$ cat src/hw/rtl/sha256_stream_hasher_macros.svh
// Assertion helpers
`ifndef SHA256_STREAM_HASHER_MACROS_SVH
`define SHA256_STREAM_HASHER_MACROS_SVH
`ifndef ASSERT_OFF
`define SHS_ASSERT(lbl, clk, rst_n, prop) \
  lbl: assert property (@(posedge clk) disable iff (!rst_n) prop) \
    else $error("assertion failed");
`define SHS_ASSERT_NEVER(lbl, clk, rst_n, cond) \
  lbl: assert property (@(posedge clk) disable iff (!rst_n) !(cond)) \
    else $error("forbidden condition");
`else
`define SHS_ASSERT(lbl, clk, rst_n, prop)
`define SHS_ASSERT_NEVER(lbl, clk, rst_n, cond)
`endif
`endif

$ cat src/hw/rtl/shs_pkg.sv
`timescale 1ns / 1ps
package shs_pkg;

  typedef enum logic [1:0] {
    BSEL_DATA = 2'd0,
    BSEL_PAD  = 2'd1,
    BSEL_ZERO = 2'd2,
    BSEL_LEN  = 2'd3
  } byte_sel_t;

  typedef struct packed {
    logic      shift_en;
    byte_sel_t byte_sel;
    logic      count_inc;
    logic      latch_len;
    logic      round_init;
    logic      round_en;
    logic      chain_add;
    logic      chain_init;
    logic      out_adv;
  } shs_cmd_t;

  typedef struct packed {
    logic [5:0] pos;
    logic       round_last;
    logic       word_last;
  } shs_stat_t;

  localparam logic [31:0] IV [8] = '{
    32'h6a09e667, 32'hbb67ae85, 32'h3c6ef372, 32'ha54ff53a,
    32'h510e527f, 32'h9b05688c, 32'h1f83d9ab, 32'h5be0cd19
  };

  localparam logic [31:0] ROUND_K [64] = '{
    32'h428a2f98, 32'h71374491, 32'hb5c0fbcf, 32'he9b5dba5, 32'h3956c25b,
    32'h59f111f1, 32'h923f82a4, 32'hab1c5ed5, 32'hd807aa98, 32'h12835b01,
    32'h243185be, 32'h550c7dc3, 32'h72be5d74, 32'h80deb1fe, 32'h9bdc06a7,
    32'hc19bf174, 32'he49b69c1, 32'hefbe4786, 32'h0fc19dc6, 32'h240ca1cc,
    32'h2de92c6f, 32'h4a7484aa, 32'h5cb0a9dc, 32'h76f988da, 32'h983e5152,
    32'ha831c66d, 32'hb00327c8, 32'hbf597fc7, 32'hc6e00bf3, 32'hd5a79147,
    32'h06ca6351, 32'h14292967, 32'h27b70a85, 32'h2e1b2138, 32'h4d2c6dfc,
    32'h53380d13, 32'h650a7354, 32'h766a0abb, 32'h81c2c92e, 32'h92722c85,
    32'ha2bfe8a1, 32'ha81a664b, 32'hc24b8b70, 32'hc76c51a3, 32'hd192e819,
    32'hd6990624, 32'hf40e3585, 32'h106aa070, 32'h19a4c116, 32'h1e376c08,
    32'h2748774c, 32'h34b0bcb5, 32'h391c0cb3, 32'h4ed8aa4a, 32'h5b9cca4f,
    32'h682e6ff3, 32'h748f82ee, 32'h78a5636f, 32'h84c87814, 32'h8cc70208,
    32'h90befffa, 32'ha4506ceb, 32'hbef9a3f7, 32'hc67178f2
  };

  localparam logic [5:0] POS_LAST = 6'd63;
  localparam logic [5:0] POS_LEN  = 6'd55;
  localparam logic [7:0] PAD_BYTE = 8'h80;

endpackage

$ cat src/hw/rtl/sha256_stream_hasher.sv
`timescale 1ns / 1ps
// SHA-256 over a byte stream. One byte is taken per cycle while a block fills; the 64th
// byte of a block starts the rounds and then the chaining step, during which input is
// held off. At the end of a message, padding and the length field are written one byte
// per cycle and the final block is then compressed; when the tail leaves fewer than 9
// free bytes, the padded block is compressed first and zero and length bytes then fill
// the final block. The eight digest words then go out as eight beats, word 0 first,
// out_tlast on word 7, with input held off until the last one is taken. The hasher then
// restarts from the initial hash.
module sha256_stream_hasher (
  input  logic        clk,
  input  logic        rst_n,
  input  logic        in_tvalid,
  output logic        in_tready,
  input  logic [7:0]  in_tdata,   // [7:0] data_byte
  input  logic        in_tlast,   // is_last
  input  logic        in_tuser,   // empty_message
  output logic        out_tvalid,
  input  logic        out_tready,
  output logic [39:0] out_tdata,  // [31:0] digest_word, [34:32] word_index, zero fill
  output logic        out_tlast   // last_word
);

  shs_pkg::shs_cmd_t  cmd;
  shs_pkg::shs_stat_t stat;
  logic [31:0] digest_word;
  logic [2:0]  word_index;

  shs_ctrl u_ctrl (
    .clk        (clk),
    .rst_n      (rst_n),
    .in_tvalid  (in_tvalid),
    .in_tlast   (in_tlast),
    .in_tuser   (in_tuser),
    .in_tready  (in_tready),
    .out_tvalid (out_tvalid),
    .out_tready (out_tready),
    .stat       (stat),
    .cmd        (cmd)
  );

  shs_datapath u_datapath (
    .clk         (clk),
    .rst_n       (rst_n),
    .data_byte   (in_tdata),
    .cmd         (cmd),
    .stat        (stat),
    .digest_word (digest_word),
    .word_index  (word_index)
  );

  assign out_tdata = {5'd0, word_index, digest_word};
  assign out_tlast = stat.word_last;

endmodule

$ cat src/hw/rtl/shs_datapath.sv
`timescale 1ns / 1ps
module shs_datapath (
  input  logic              clk,
  input  logic              rst_n,
  input  logic [7:0]        data_byte,
  input  shs_pkg::shs_cmd_t cmd,
  output shs_pkg::shs_stat_t stat,
  output logic [31:0]       digest_word,
  output logic [2:0]        word_index
);

  logic [31:0] win_r [16];
  logic [31:0] win_nxt [16];
  logic [31:0] var_r [8];
  logic [31:0] var_nxt [8];
  logic [31:0] chain_r [8];
  logic [31:0] chain_nxt [8];
  logic [63:0] count_r, count_nxt;
  logic [63:0] len_r, len_nxt;
  logic [5:0]  pos_r, pos_nxt;
  logic [5:0]  rnd_r, rnd_nxt;
  logic [2:0]  idx_r, idx_nxt;
  logic [7:0]  in_byte;
  logic [31:0] s0, s1, new_w, bs0, bs1, ch, maj, t1, t2;

  function automatic logic [31:0] rotr(input logic [31:0] x, input int n);
    rotr = (x >> n) | (x << (32 - n));
  endfunction

  always_comb begin
    case (cmd.byte_sel)
      shs_pkg::BSEL_DATA: in_byte = data_byte;
      shs_pkg::BSEL_PAD:  in_byte = shs_pkg::PAD_BYTE;
      shs_pkg::BSEL_ZERO: in_byte = 8'h00;
      shs_pkg::BSEL_LEN:  in_byte = len_r[63:56];
      default:            in_byte = 8'h00;
    endcase
  end

  always_comb begin
    s0    = rotr(win_r[1], 7) ^ rotr(win_r[1], 18) ^ (win_r[1] >> 3);
    s1    = rotr(win_r[14], 17) ^ rotr(win_r[14], 19) ^ (win_r[14] >> 10);
    new_w = s1 + win_r[9] + s0 + win_r[0];
    bs1   = rotr(var_r[4], 6) ^ rotr(var_r[4], 11) ^ rotr(var_r[4], 25);
    ch    = (var_r[4] & var_r[5]) ^ (~var_r[4] & var_r[6]);
    t1    = var_r[7] + bs1 + ch + shs_pkg::ROUND_K[rnd_r] + win_r[0];
    bs0   = rotr(var_r[0], 2) ^ rotr(var_r[0], 13) ^ rotr(var_r[0], 22);
    maj   = (var_r[0] & var_r[1]) ^ (var_r[0] & var_r[2]) ^ (var_r[1] & var_r[2]);
    t2    = bs0 + maj;
  end

  always_comb begin
    win_nxt   = win_r;
    var_nxt   = var_r;
    chain_nxt = chain_r;
    count_nxt = count_r;
    len_nxt   = len_r;
    pos_nxt   = pos_r;
    rnd_nxt   = rnd_r;
    idx_nxt   = idx_r;
    if (cmd.shift_en) begin
      for (int i = 0; i < 15; i++) begin
        win_nxt[i] = {win_r[i][23:0], win_r[i+1][31:24]};
      end
      win_nxt[15] = {win_r[15][23:0], in_byte};
      pos_nxt     = pos_r + 6'd1;
    end
    if (cmd.count_inc) count_nxt = count_r + 64'd1;
    if (cmd.latch_len) begin
      len_nxt = {count_r[60:0], 3'b000};
    end else if (cmd.byte_sel == shs_pkg::BSEL_LEN && cmd.shift_en) begin
      len_nxt = {len_r[55:0], 8'h00};
    end
    if (cmd.round_init) begin
      var_nxt = chain_r;
      rnd_nxt = 6'd0;
    end
    if (cmd.round_en) begin
      for (int i = 0; i < 15; i++) win_nxt[i] = win_r[i+1];
      win_nxt[15] = new_w;
      var_nxt[7]  = var_r[6];
      var_nxt[6]  = var_r[5];
      var_nxt[5]  = var_r[4];
      var_nxt[4]  = var_r[3] + t1;
      var_nxt[3]  = var_r[2];
      var_nxt[2]  = var_r[1];
      var_nxt[1]  = var_r[0];
      var_nxt[0]  = t1 + t2;
      rnd_nxt     = rnd_r + 6'd1;
    end
    if (cmd.chain_add) begin
      for (int i = 0; i < 8; i++) chain_nxt[i] = chain_r[i] + var_r[i];
    end
    if (cmd.out_adv) idx_nxt = idx_r + 3'd1;
    if (cmd.chain_init) begin
      chain_nxt = shs_pkg::IV;
      count_nxt = 64'd0;
    end
  end

  always_ff @(posedge clk) begin
    if (!rst_n) begin
      chain_r <= shs_pkg::IV;
      count_r <= 64'd0;
      pos_r   <= 6'd0;
      rnd_r   <= 6'd0;
      idx_r   <= 3'd0;
    end else begin
      chain_r <= chain_nxt;
      count_r <= count_nxt;
      pos_r   <= pos_nxt;
      rnd_r   <= rnd_nxt;
      idx_r   <= idx_nxt;
    end
  end

  always_ff @(posedge clk) begin
    win_r <= win_nxt;
    var_r <= var_nxt;
    len_r <= len_nxt;
  end

  assign stat.pos        = pos_r;
  assign stat.round_last = (rnd_r == 6'd63);
  assign stat.word_last  = (idx_r == 3'd7);
  assign digest_word     = chain_r[idx_r];
  assign word_index      = idx_r;

endmodule

$ cat src/hw/rtl/shs_ctrl.sv
`timescale 1ns / 1ps
`include "sha256_stream_hasher_macros.svh"
module shs_ctrl (
  input  logic               clk,
  input  logic               rst_n,
  input  logic               in_tvalid,
  input  logic               in_tlast,
  input  logic               in_tuser,
  output logic               in_tready,
  output logic               out_tvalid,
  input  logic               out_tready,
  input  shs_pkg::shs_stat_t stat,
  output shs_pkg::shs_cmd_t  cmd
);

  typedef enum logic [5:0] {
    S_IDLE  = 6'b000001,
    S_PAD   = 6'b000010,
    S_LEN   = 6'b000100,
    S_ROUND = 6'b001000,
    S_ADD   = 6'b010000,
    S_OUT   = 6'b100000
  } state_t;

  typedef enum logic [1:0] {
    RET_IDLE = 2'd0,
    RET_PAD  = 2'd1,
    RET_OUT  = 2'd2
  } ret_t;

  state_t state_r, state_nxt;
  ret_t   ret_r, ret_nxt;
  logic   first_r, first_nxt;

  always_comb begin
    state_nxt  = state_r;
    ret_nxt    = ret_r;
    first_nxt  = first_r;
    cmd        = '0;
    in_tready  = 1'b0;
    out_tvalid = 1'b0;
    case (state_r)
      S_IDLE: begin
        in_tready = 1'b1;
        if (in_tvalid) begin
          if (in_tuser) begin
            first_nxt = 1'b1;
            state_nxt = S_PAD;
          end else begin
            cmd.shift_en  = 1'b1;
            cmd.byte_sel  = shs_pkg::BSEL_DATA;
            cmd.count_inc = 1'b1;
            first_nxt     = 1'b1;
            if (stat.pos == shs_pkg::POS_LAST) begin
              cmd.round_init = 1'b1;
              state_nxt      = S_ROUND;
              ret_nxt        = in_tlast ? RET_PAD : RET_IDLE;
            end else if (in_tlast) begin
              state_nxt = S_PAD;
            end
          end
        end
      end
      S_PAD: begin
        cmd.shift_en  = 1'b1;
        cmd.byte_sel  = first_r ? shs_pkg::BSEL_PAD : shs_pkg::BSEL_ZERO;
        cmd.latch_len = first_r;
        first_nxt     = 1'b0;
        if (stat.pos == shs_pkg::POS_LAST) begin
          cmd.round_init = 1'b1;
          state_nxt      = S_ROUND;
          ret_nxt        = RET_PAD;
        end else if (stat.pos == shs_pkg::POS_LEN) begin
          state_nxt = S_LEN;
        end
      end
      S_LEN: begin
        cmd.shift_en = 1'b1;
        cmd.byte_sel = shs_pkg::BSEL_LEN;
        if (stat.pos == shs_pkg::POS_LAST) begin
          cmd.round_init = 1'b1;
          state_nxt      = S_ROUND;
          ret_nxt        = RET_OUT;
        end
      end
      S_ROUND: begin
        cmd.round_en = 1'b1;
        if (stat.round_last) state_nxt = S_ADD;
      end
      S_ADD: begin
        cmd.chain_add = 1'b1;
        case (ret_r)
          RET_IDLE: state_nxt = S_IDLE;
          RET_PAD:  state_nxt = S_PAD;
          RET_OUT:  state_nxt = S_OUT;
          default:  state_nxt = S_IDLE;
        endcase
      end
      S_OUT: begin
        out_tvalid = 1'b1;
        if (out_tready) begin
          cmd.out_adv = 1'b1;
          if (stat.word_last) begin
            cmd.chain_init = 1'b1;
            state_nxt      = S_IDLE;
          end
        end
      end
      default: state_nxt = S_IDLE;
    endcase
  end

  always_ff @(posedge clk) begin
    if (!rst_n) begin
      state_r <= S_IDLE;
      ret_r   <= RET_IDLE;
      first_r <= 1'b0;
    end else begin
      state_r <= state_nxt;
      ret_r   <= ret_nxt;
      first_r <= first_nxt;
    end
  end

  `SHS_ASSERT(a_onehot, clk, rst_n, $onehot(state_r))
  `SHS_ASSERT(a_full_blk, clk, rst_n, (in_tvalid && in_tready && !in_tuser && stat.pos == shs_pkg::POS_LAST) |=> (state_r == S_ROUND))
  `SHS_ASSERT(a_add, clk, rst_n, (state_r == S_ROUND && stat.round_last) |=> (state_r == S_ADD))
  `SHS_ASSERT(a_out_done, clk, rst_n, (out_tvalid && out_tready && stat.word_last) |=> (state_r == S_IDLE && stat.pos == 6'd0))
  `SHS_ASSERT_NEVER(a_no_overlap, clk, rst_n, in_tready && out_tvalid)

endmodule

$ cat config.mk
export PLATFORM = sky130hd
export DESIGN_NAME = sha256_stream_hasher
export DESIGN_NICKNAME = d
export VERILOG_FILES = /design/src/hw/rtl/shs_pkg.sv /design/src/hw/rtl/sha256_stream_hasher.sv /design/src/hw/rtl/shs_datapath.sv /design/src/hw/rtl/shs_ctrl.sv
export VERILOG_INCLUDE_DIRS = /design/src /design/src/hw/rtl
export SDC_FILE = /design/constraint.sdc
export NUM_CORES = 2
export LEC_CHECK = 0
export BUFFER_PORTS_ARGS = -buffer_cell sky130_fd_sc_hd__clkbuf_2
export CORE_ASPECT_RATIO = 1.25
export CORE_UTILIZATION = 40
export DETAILED_ROUTE_END_ITERATION = 10
export SYNTH_ARGS = -nofsm -noshare
export SYNTH_HDL_FRONTEND = slang
export SYNTH_SLANG_ARGS = --single-unit
$ cat constraint.sdc
create_clock -name clk -period 16.83 [get_ports clk]
set_clock_uncertainty 0.15 [all_clocks]
set_input_delay 1.683 -clock clk [delete_from_list [all_inputs] [get_ports clk]]
set_output_delay 1.683 -clock clk [all_outputs]
set_load 0.005 [all_outputs]
After elaboration in Yosys (flattened, before gate mapping)

Memory sizes are Yosys's and may differ from the RTL's.
Cells that the tools add are included.

ROM bits: 2048
Register bits after elaboration: 1173
Word-level logic and storage cells: 184
Memories kept: 1
Output and inout port bits: 43

Reductions and logical operators: 12
Equality and inequality tests: 25
Muxes and demuxes: 52
Add/subtract/negate cells: 22
Magnitude comparators: 2
Bitwise gates (word level): 30

Memory list:

| name            | depth | width | read ports | clocked after memory_dff | wr ports | RTL line           | RTL |
|---|---|---|---|---|---|---|---|
| (no name shown) | 64    | 32    | 1          | 0                        | 0        | shs_datapath.sv:46 | `t1 = var_r[7] + bs1 + ch + shs_pkg::ROUND_K[rnd_r] + win_r[0];` |

Operators by type and width:

| operator                | count |
|---|---|
| $mux W512               | 2 |
| $add A32 B32 Y32        | 18 |
| $mux W256               | 2 |
| $xor A32 B32 Y32        | 9 |
| $and A32 B32 Y32        | 5 |
| $mux W32                | 4 |
| $mux W64                | 2 |
| $bmux W32 S3            | 1 |
| $mux W6                 | 12 |
| $add A64 B1 Y64 const B | 1 |
| $pmux W6 S6             | 1 |
| $not A32 Y32            | 1 |
| $or A10 B32 Y32         | 1 |
| $or A13 B32 Y32         | 1 |
| $or A14 B32 Y32         | 1 |
| $or A15 B32 Y32         | 1 |
| $or A19 B32 Y32         | 1 |
| $or A21 B32 Y32         | 1 |
| $or A25 B32 Y32         | 1 |
| $or A26 B32 Y32         | 1 |
| $or A30 B32 Y32         | 1 |
| $or A7 B32 Y32          | 1 |
| $pmux W8 S4             | 1 |
| $xor A32 B22 Y32        | 1 |
| other kinds (36)        | 73 |

Longest topological paths before layout

Depth in word-level cells: 9
Gate-level depth with buffers: 45

Hierarchy

From an unflattened synthesis, not the netlist that was laid out.

Cells, all modules: 7177
Area, all modules: 77291.6 um2

Modules (own cells, without submodules):

| module               | cells each | instances | area each (um2) |
|---|---|---|---|
| shs_datapath         | 7089       | 1         | 76552.2 |
| shs_ctrl             | 82         | 1         | 698.2 |
| sha256_stream_hasher | 6          | 1         | 41.3 |

Worst setup path after synthesis

No wires, ideal clock.

Path kind: input-to-reg
From: input in_tuser
To: register u_datapath.win_r[0] (netlist bit), enable pin
Data arrival time: 13.137 ns
Setup time: 4.905 ns
Data required time: 11.775 ns
Stages on the path: 3
Path slack: -1.362 ns
Cells stage by stage: nor2_1 -> nand2_1 -> nand3_1

Word-level cells in the longest chain between the ends: 4

RTL lines:

| item                                | RTL line                   | RTL |
|---|---|---|
| start, declared                     | sha256_stream_hasher.sv:17 | `input logic in_tuser,` |
| $mux W4                             | shs_ctrl.sv:46             | `if (in_tuser) begin` |
| $mux W4                             | shs_ctrl.sv:45             | `if (in_tvalid) begin` |
| $pmux W3 S3                         | shs_ctrl.sv:42             | `case (state_r)` |
| $reduce_bool A2 Y1 (no source line) | -                          |  |
| end signal, assigned                | shs_datapath.sv:118        | `win_r <= win_nxt;` |
| end, declared                       | shs_datapath.sv:12         | `logic [31:0] win_r [16];` |

No other way between the ends.
A chain may end at the register's enable or synchronous reset.

==> results.cfg <==
[status]
outcome = finished clean

[routing]
vias = 60600
drc = 0
met3_length_um = 13800
drt_pass1_iterations = 8
met2_wirelength_um = 119000
post_route_met1_wirelength_um = 101000
ant_nets = 0
detail_route.wl_per_cell_um = 22.9
routed_via_density = 5.57
top_layer = met5
postRouteWirelength_um = 249000
first_iter_violations = 5199

[timing]
tightestPinTransition_ns = 1.10
post-route-min-period_ns = 11.10
final.setup.worst_slack_ns = 5.73
finalMaxSlewViolations = 0
rsz0062_at_grt = no
final.period_utilization = 0.660
finalSetupViolations = 0
timing.final.hold_violations = 0
fmax_ghz = 0.0901
tns_ns = 0
timing.slew.headroom = 0.244

[setup_path]
wp_data_required_ns = 17.22
startpoint = u_datapath.rnd_r[0]$_SDFFE_PN0P_
crit_path_kind = reg -> reg
cpMaxStageDelayCell = sky130_fd_sc_hd__ha_1
reg2reg_start = u_datapath.rnd_r[0]$_SDFFE_PN0P_
critical_path.endpoint = u_datapath.var_r[255]$_DFFE_PP_
critPathCaptureType = flop
r2r_end = u_datapath.var_r[255]$_DFFE_PP_
critical_path.startpoint_type = flop
max_stage_delay_ns = 0.62
path_max_fanout = 31
r2r_setup_slack_ns = 5.73
timing.reg2reg.worst_path_depth = 41
cp_data_arrival_time_ns = 11.49

[global_routing]
grt_max_degree = 217
antenna_found_initial = 8
grt_overflow = 0
via_count_of_the_first_global_routing_pass = 59300
grt.total_usage = 0.255
grt_first_pass_wirelength_um = 372000

[placement]
place.port_buffers = 51
dpl-instance-area_mm2 = 0.0786
hpwl_um = 183000
placement.setup.worst_slack_ns = 5.81
place.gp.congestion = 0.974

[final_layout]
finish.net_count = 8858
final_design_area_no_fill_mm2 = 0.0831
most_common_cell_after_layout_fill_and_taps_aside = sky130_fd_sc_hd__nand2_1
filler_cell_count = 18500
mostFrequentLayoutCells = sky130_fd_sc_hd__nand2_1, sky130_fd_sc_hd__edfxtp_1, sky130_fd_sc_hd__a21oi_1, sky130_fd_sc_hd__o21ai_0, sky130_fd_sc_hd__ha_1
drive_above_1_share = 0.0661
areaGrowthSynthToFinish_pct = 8.88

[pwr]
cellPowerDensity_mw_per_mm2 = 150
worst_ir_drop_vdd_v = 0.000186
leakagePower_nw = 34.7

[cts]
cts_hold_buffers = 0
post_cts_resize_count = 0
post-cts-setup-buffer-count = 0
clk-insertion-delay-late_ns = 0.82
ctsRootBufferMaster = sky130_fd_sc_hd__clkbuf_16
worst_setup_hold_path_clk_slew_ns = 0.07
clockBufferDepth = 3
tritoncts = done
tritoncts_num_sinks = 1170
ctsHtreeMaxLevel = 4
cts_bufs_inserted = 138

[floorplan]
io_pins = 57
placementRows = 178
effective_utilization_at_floorplan = 0.404
dieArea_mm2 = 0.193
floorplan.die.width_um = 393
core-area_mm2 = 0.189
die_h_um = 490

[synth]
synthesis.instances = 8458
synth_area_mm2 = 0.0763
seq_cells_post_synth = 1170
synth-seq-area-share = 0.416
ys_async_sr_fraction = 0
yosys_cell_types = 85
ys.warnings.count = 0
synthesis.area_per_instance_um2 = 9.02
synth_edf_count = 829
postSynth.topFlopCell = sky130_fd_sc_hd__edfxtp_1

[run]
cap_violations = 0

[worst_hold_path]
hp-class = reg -> reg
min_path_cells = 2
stage by stage:
stage          total power, W  utilization  instances  hold slack, ns
3_3_place_gp          0.00934        0.416      10600           0.320
4_1_cts                0.0125        0.440      10900           0.338
5_1_grt                0.0132        0.440      10900           0.361
3_5_place_dp          0.00939        0.416      10600           0.326
2_1_floorplan         0.00792            -       8462           0.296
6_report               0.0124        0.440      10900           0.336
critical path, delay by kind of cell, from the launching register on:
kind	cells	cell delay, ns
simple gates	10	1.80
flops	1	0.31
fa+ha+maj	8	3.52
compound gates	14	3.29
xor+xnor	2	0.34
buf+inv	7	1.43
synthesized netlist by cell type (48+ instances only):
cell / number / area (µm²)
sky130_fd_sc_hd__a211oi_1: 69 / 518
sky130_fd_sc_hd__a21o_1: 184 / 1380
sky130_fd_sc_hd__a21oi_1: 458 / 2290
sky130_fd_sc_hd__a31oi_1: 51 / 319
sky130_fd_sc_hd__and3_1: 53 / 332
sky130_fd_sc_hd__clkbuf_1: 445 / 1670
sky130_fd_sc_hd__dfxtp_1: 341 / 6830
sky130_fd_sc_hd__edfxtp_1: 829 / 24900
sky130_fd_sc_hd__fa_1: 195 / 3900
sky130_fd_sc_hd__ha_1: 397 / 4970
sky130_fd_sc_hd__inv_1: 350 / 1310
sky130_fd_sc_hd__mux2_2: 92 / 1040
sky130_fd_sc_hd__mux4_2: 70 / 1580
sky130_fd_sc_hd__nand2_1: 2596 / 9740
sky130_fd_sc_hd__nand2b_1: 65 / 407
sky130_fd_sc_hd__nand3_1: 92 / 460
sky130_fd_sc_hd__nor2_1: 328 / 1230
sky130_fd_sc_hd__nor2b_1: 48 / 300
sky130_fd_sc_hd__nor3_1: 66 / 330
sky130_fd_sc_hd__o211ai_1: 104 / 781
sky130_fd_sc_hd__o21a_1: 68 / 510
sky130_fd_sc_hd__o21ai_0: 419 / 2100
sky130_fd_sc_hd__xnor2_1: 381 / 3340
sky130_fd_sc_hd__xor2_1: 229 / 2010
layout make-up:
class                   count  area, µm²  area share
clock buffers             189       3810      0.0458
well taps                2520       3150      0.0379
inverters                 353       1330      0.0159
flip-flops and latches   1170      31700       0.382
repair buffers            133        896      0.0108
clock inverters            59        642     0.00772
diodes                      2       5.00   0.0000602
multi-input cells        6456      41500       0.500
worst min path at each step:
| stage | endpoint | startpoint |
|---|---|---|
| after floorplan | u_datapath.chain_r[122]$_SDFFE_PP0P_ | u_datapath.chain_r[122]$_SDFFE_PP0P_ |
| after detailed placement | u_datapath.pos_r[5]$_SDFFE_PN0P_ | u_datapath.pos_r[5]$_SDFFE_PN0P_ |
| after CTS | u_datapath.pos_r[5]$_SDFFE_PN0P_ | u_datapath.pos_r[5]$_SDFFE_PN0P_ |
| final | u_datapath.pos_r[5]$_SDFFE_PN0P_ | u_datapath.pos_r[5]$_SDFFE_PN0P_ |
| after global placement | u_datapath.pos_r[5]$_SDFFE_PN0P_ | u_datapath.pos_r[5]$_SDFFE_PN0P_ |
| after global routing | u_datapath.chain_r[122]$_SDFFE_PP0P_ | u_datapath.chain_r[122]$_SDFFE_PP0P_ |
where the power goes:
group | internal [W] | total, W | switching [W]
logic | 0.00212 | 0.00538 | 0.00326
registers | 0.00365 | 0.00404 | 0.000385
clock network | 0.00172 | 0.00301 | 0.00129
total | 0.00750 | 0.0124 | 0.00493
cell families (layout without fill, tap and decap cells):
logic type      after synthesis  count (layout)  synth area share
flops                      1170            1170             0.416
fa+ha+maj                   595             595             0.117
mux                         194             194            0.0384
simple gates               3418            3418             0.183
compound gates             1634            1634             0.135
other cells                   1               7         0.0000491
xor+xnor                    610             610            0.0700
buf+inv                     836             734            0.0414
registers in the layout, indices dropped and copies added (netlist names):
signal                 count
u_ctrl.ret_r               2
u_ctrl.state_r             6
u_datapath.count_r        61
u_datapath.var_r         256
u_datapath.win_r         512
u_datapath.pos_r           6
u_datapath.word_index      3
u_datapath.chain_r       256
u_datapath.len_r          61
u_ctrl.first_r             1
u_datapath.rnd_r           6
per-layer routing:
| layer | vias to the layer above | global-route usage |
|---|---|---|
| met3 | 555 | 0.0403 |
| li1 | 28600 | - |
| met4 | 6 | 0.149 |
| met2 | 1873 | 0.420 |
| met5 | - | 0 |
| met1 | 29600 | 0.314 |
Note: power is estimated with default switching activity, not from simulation.
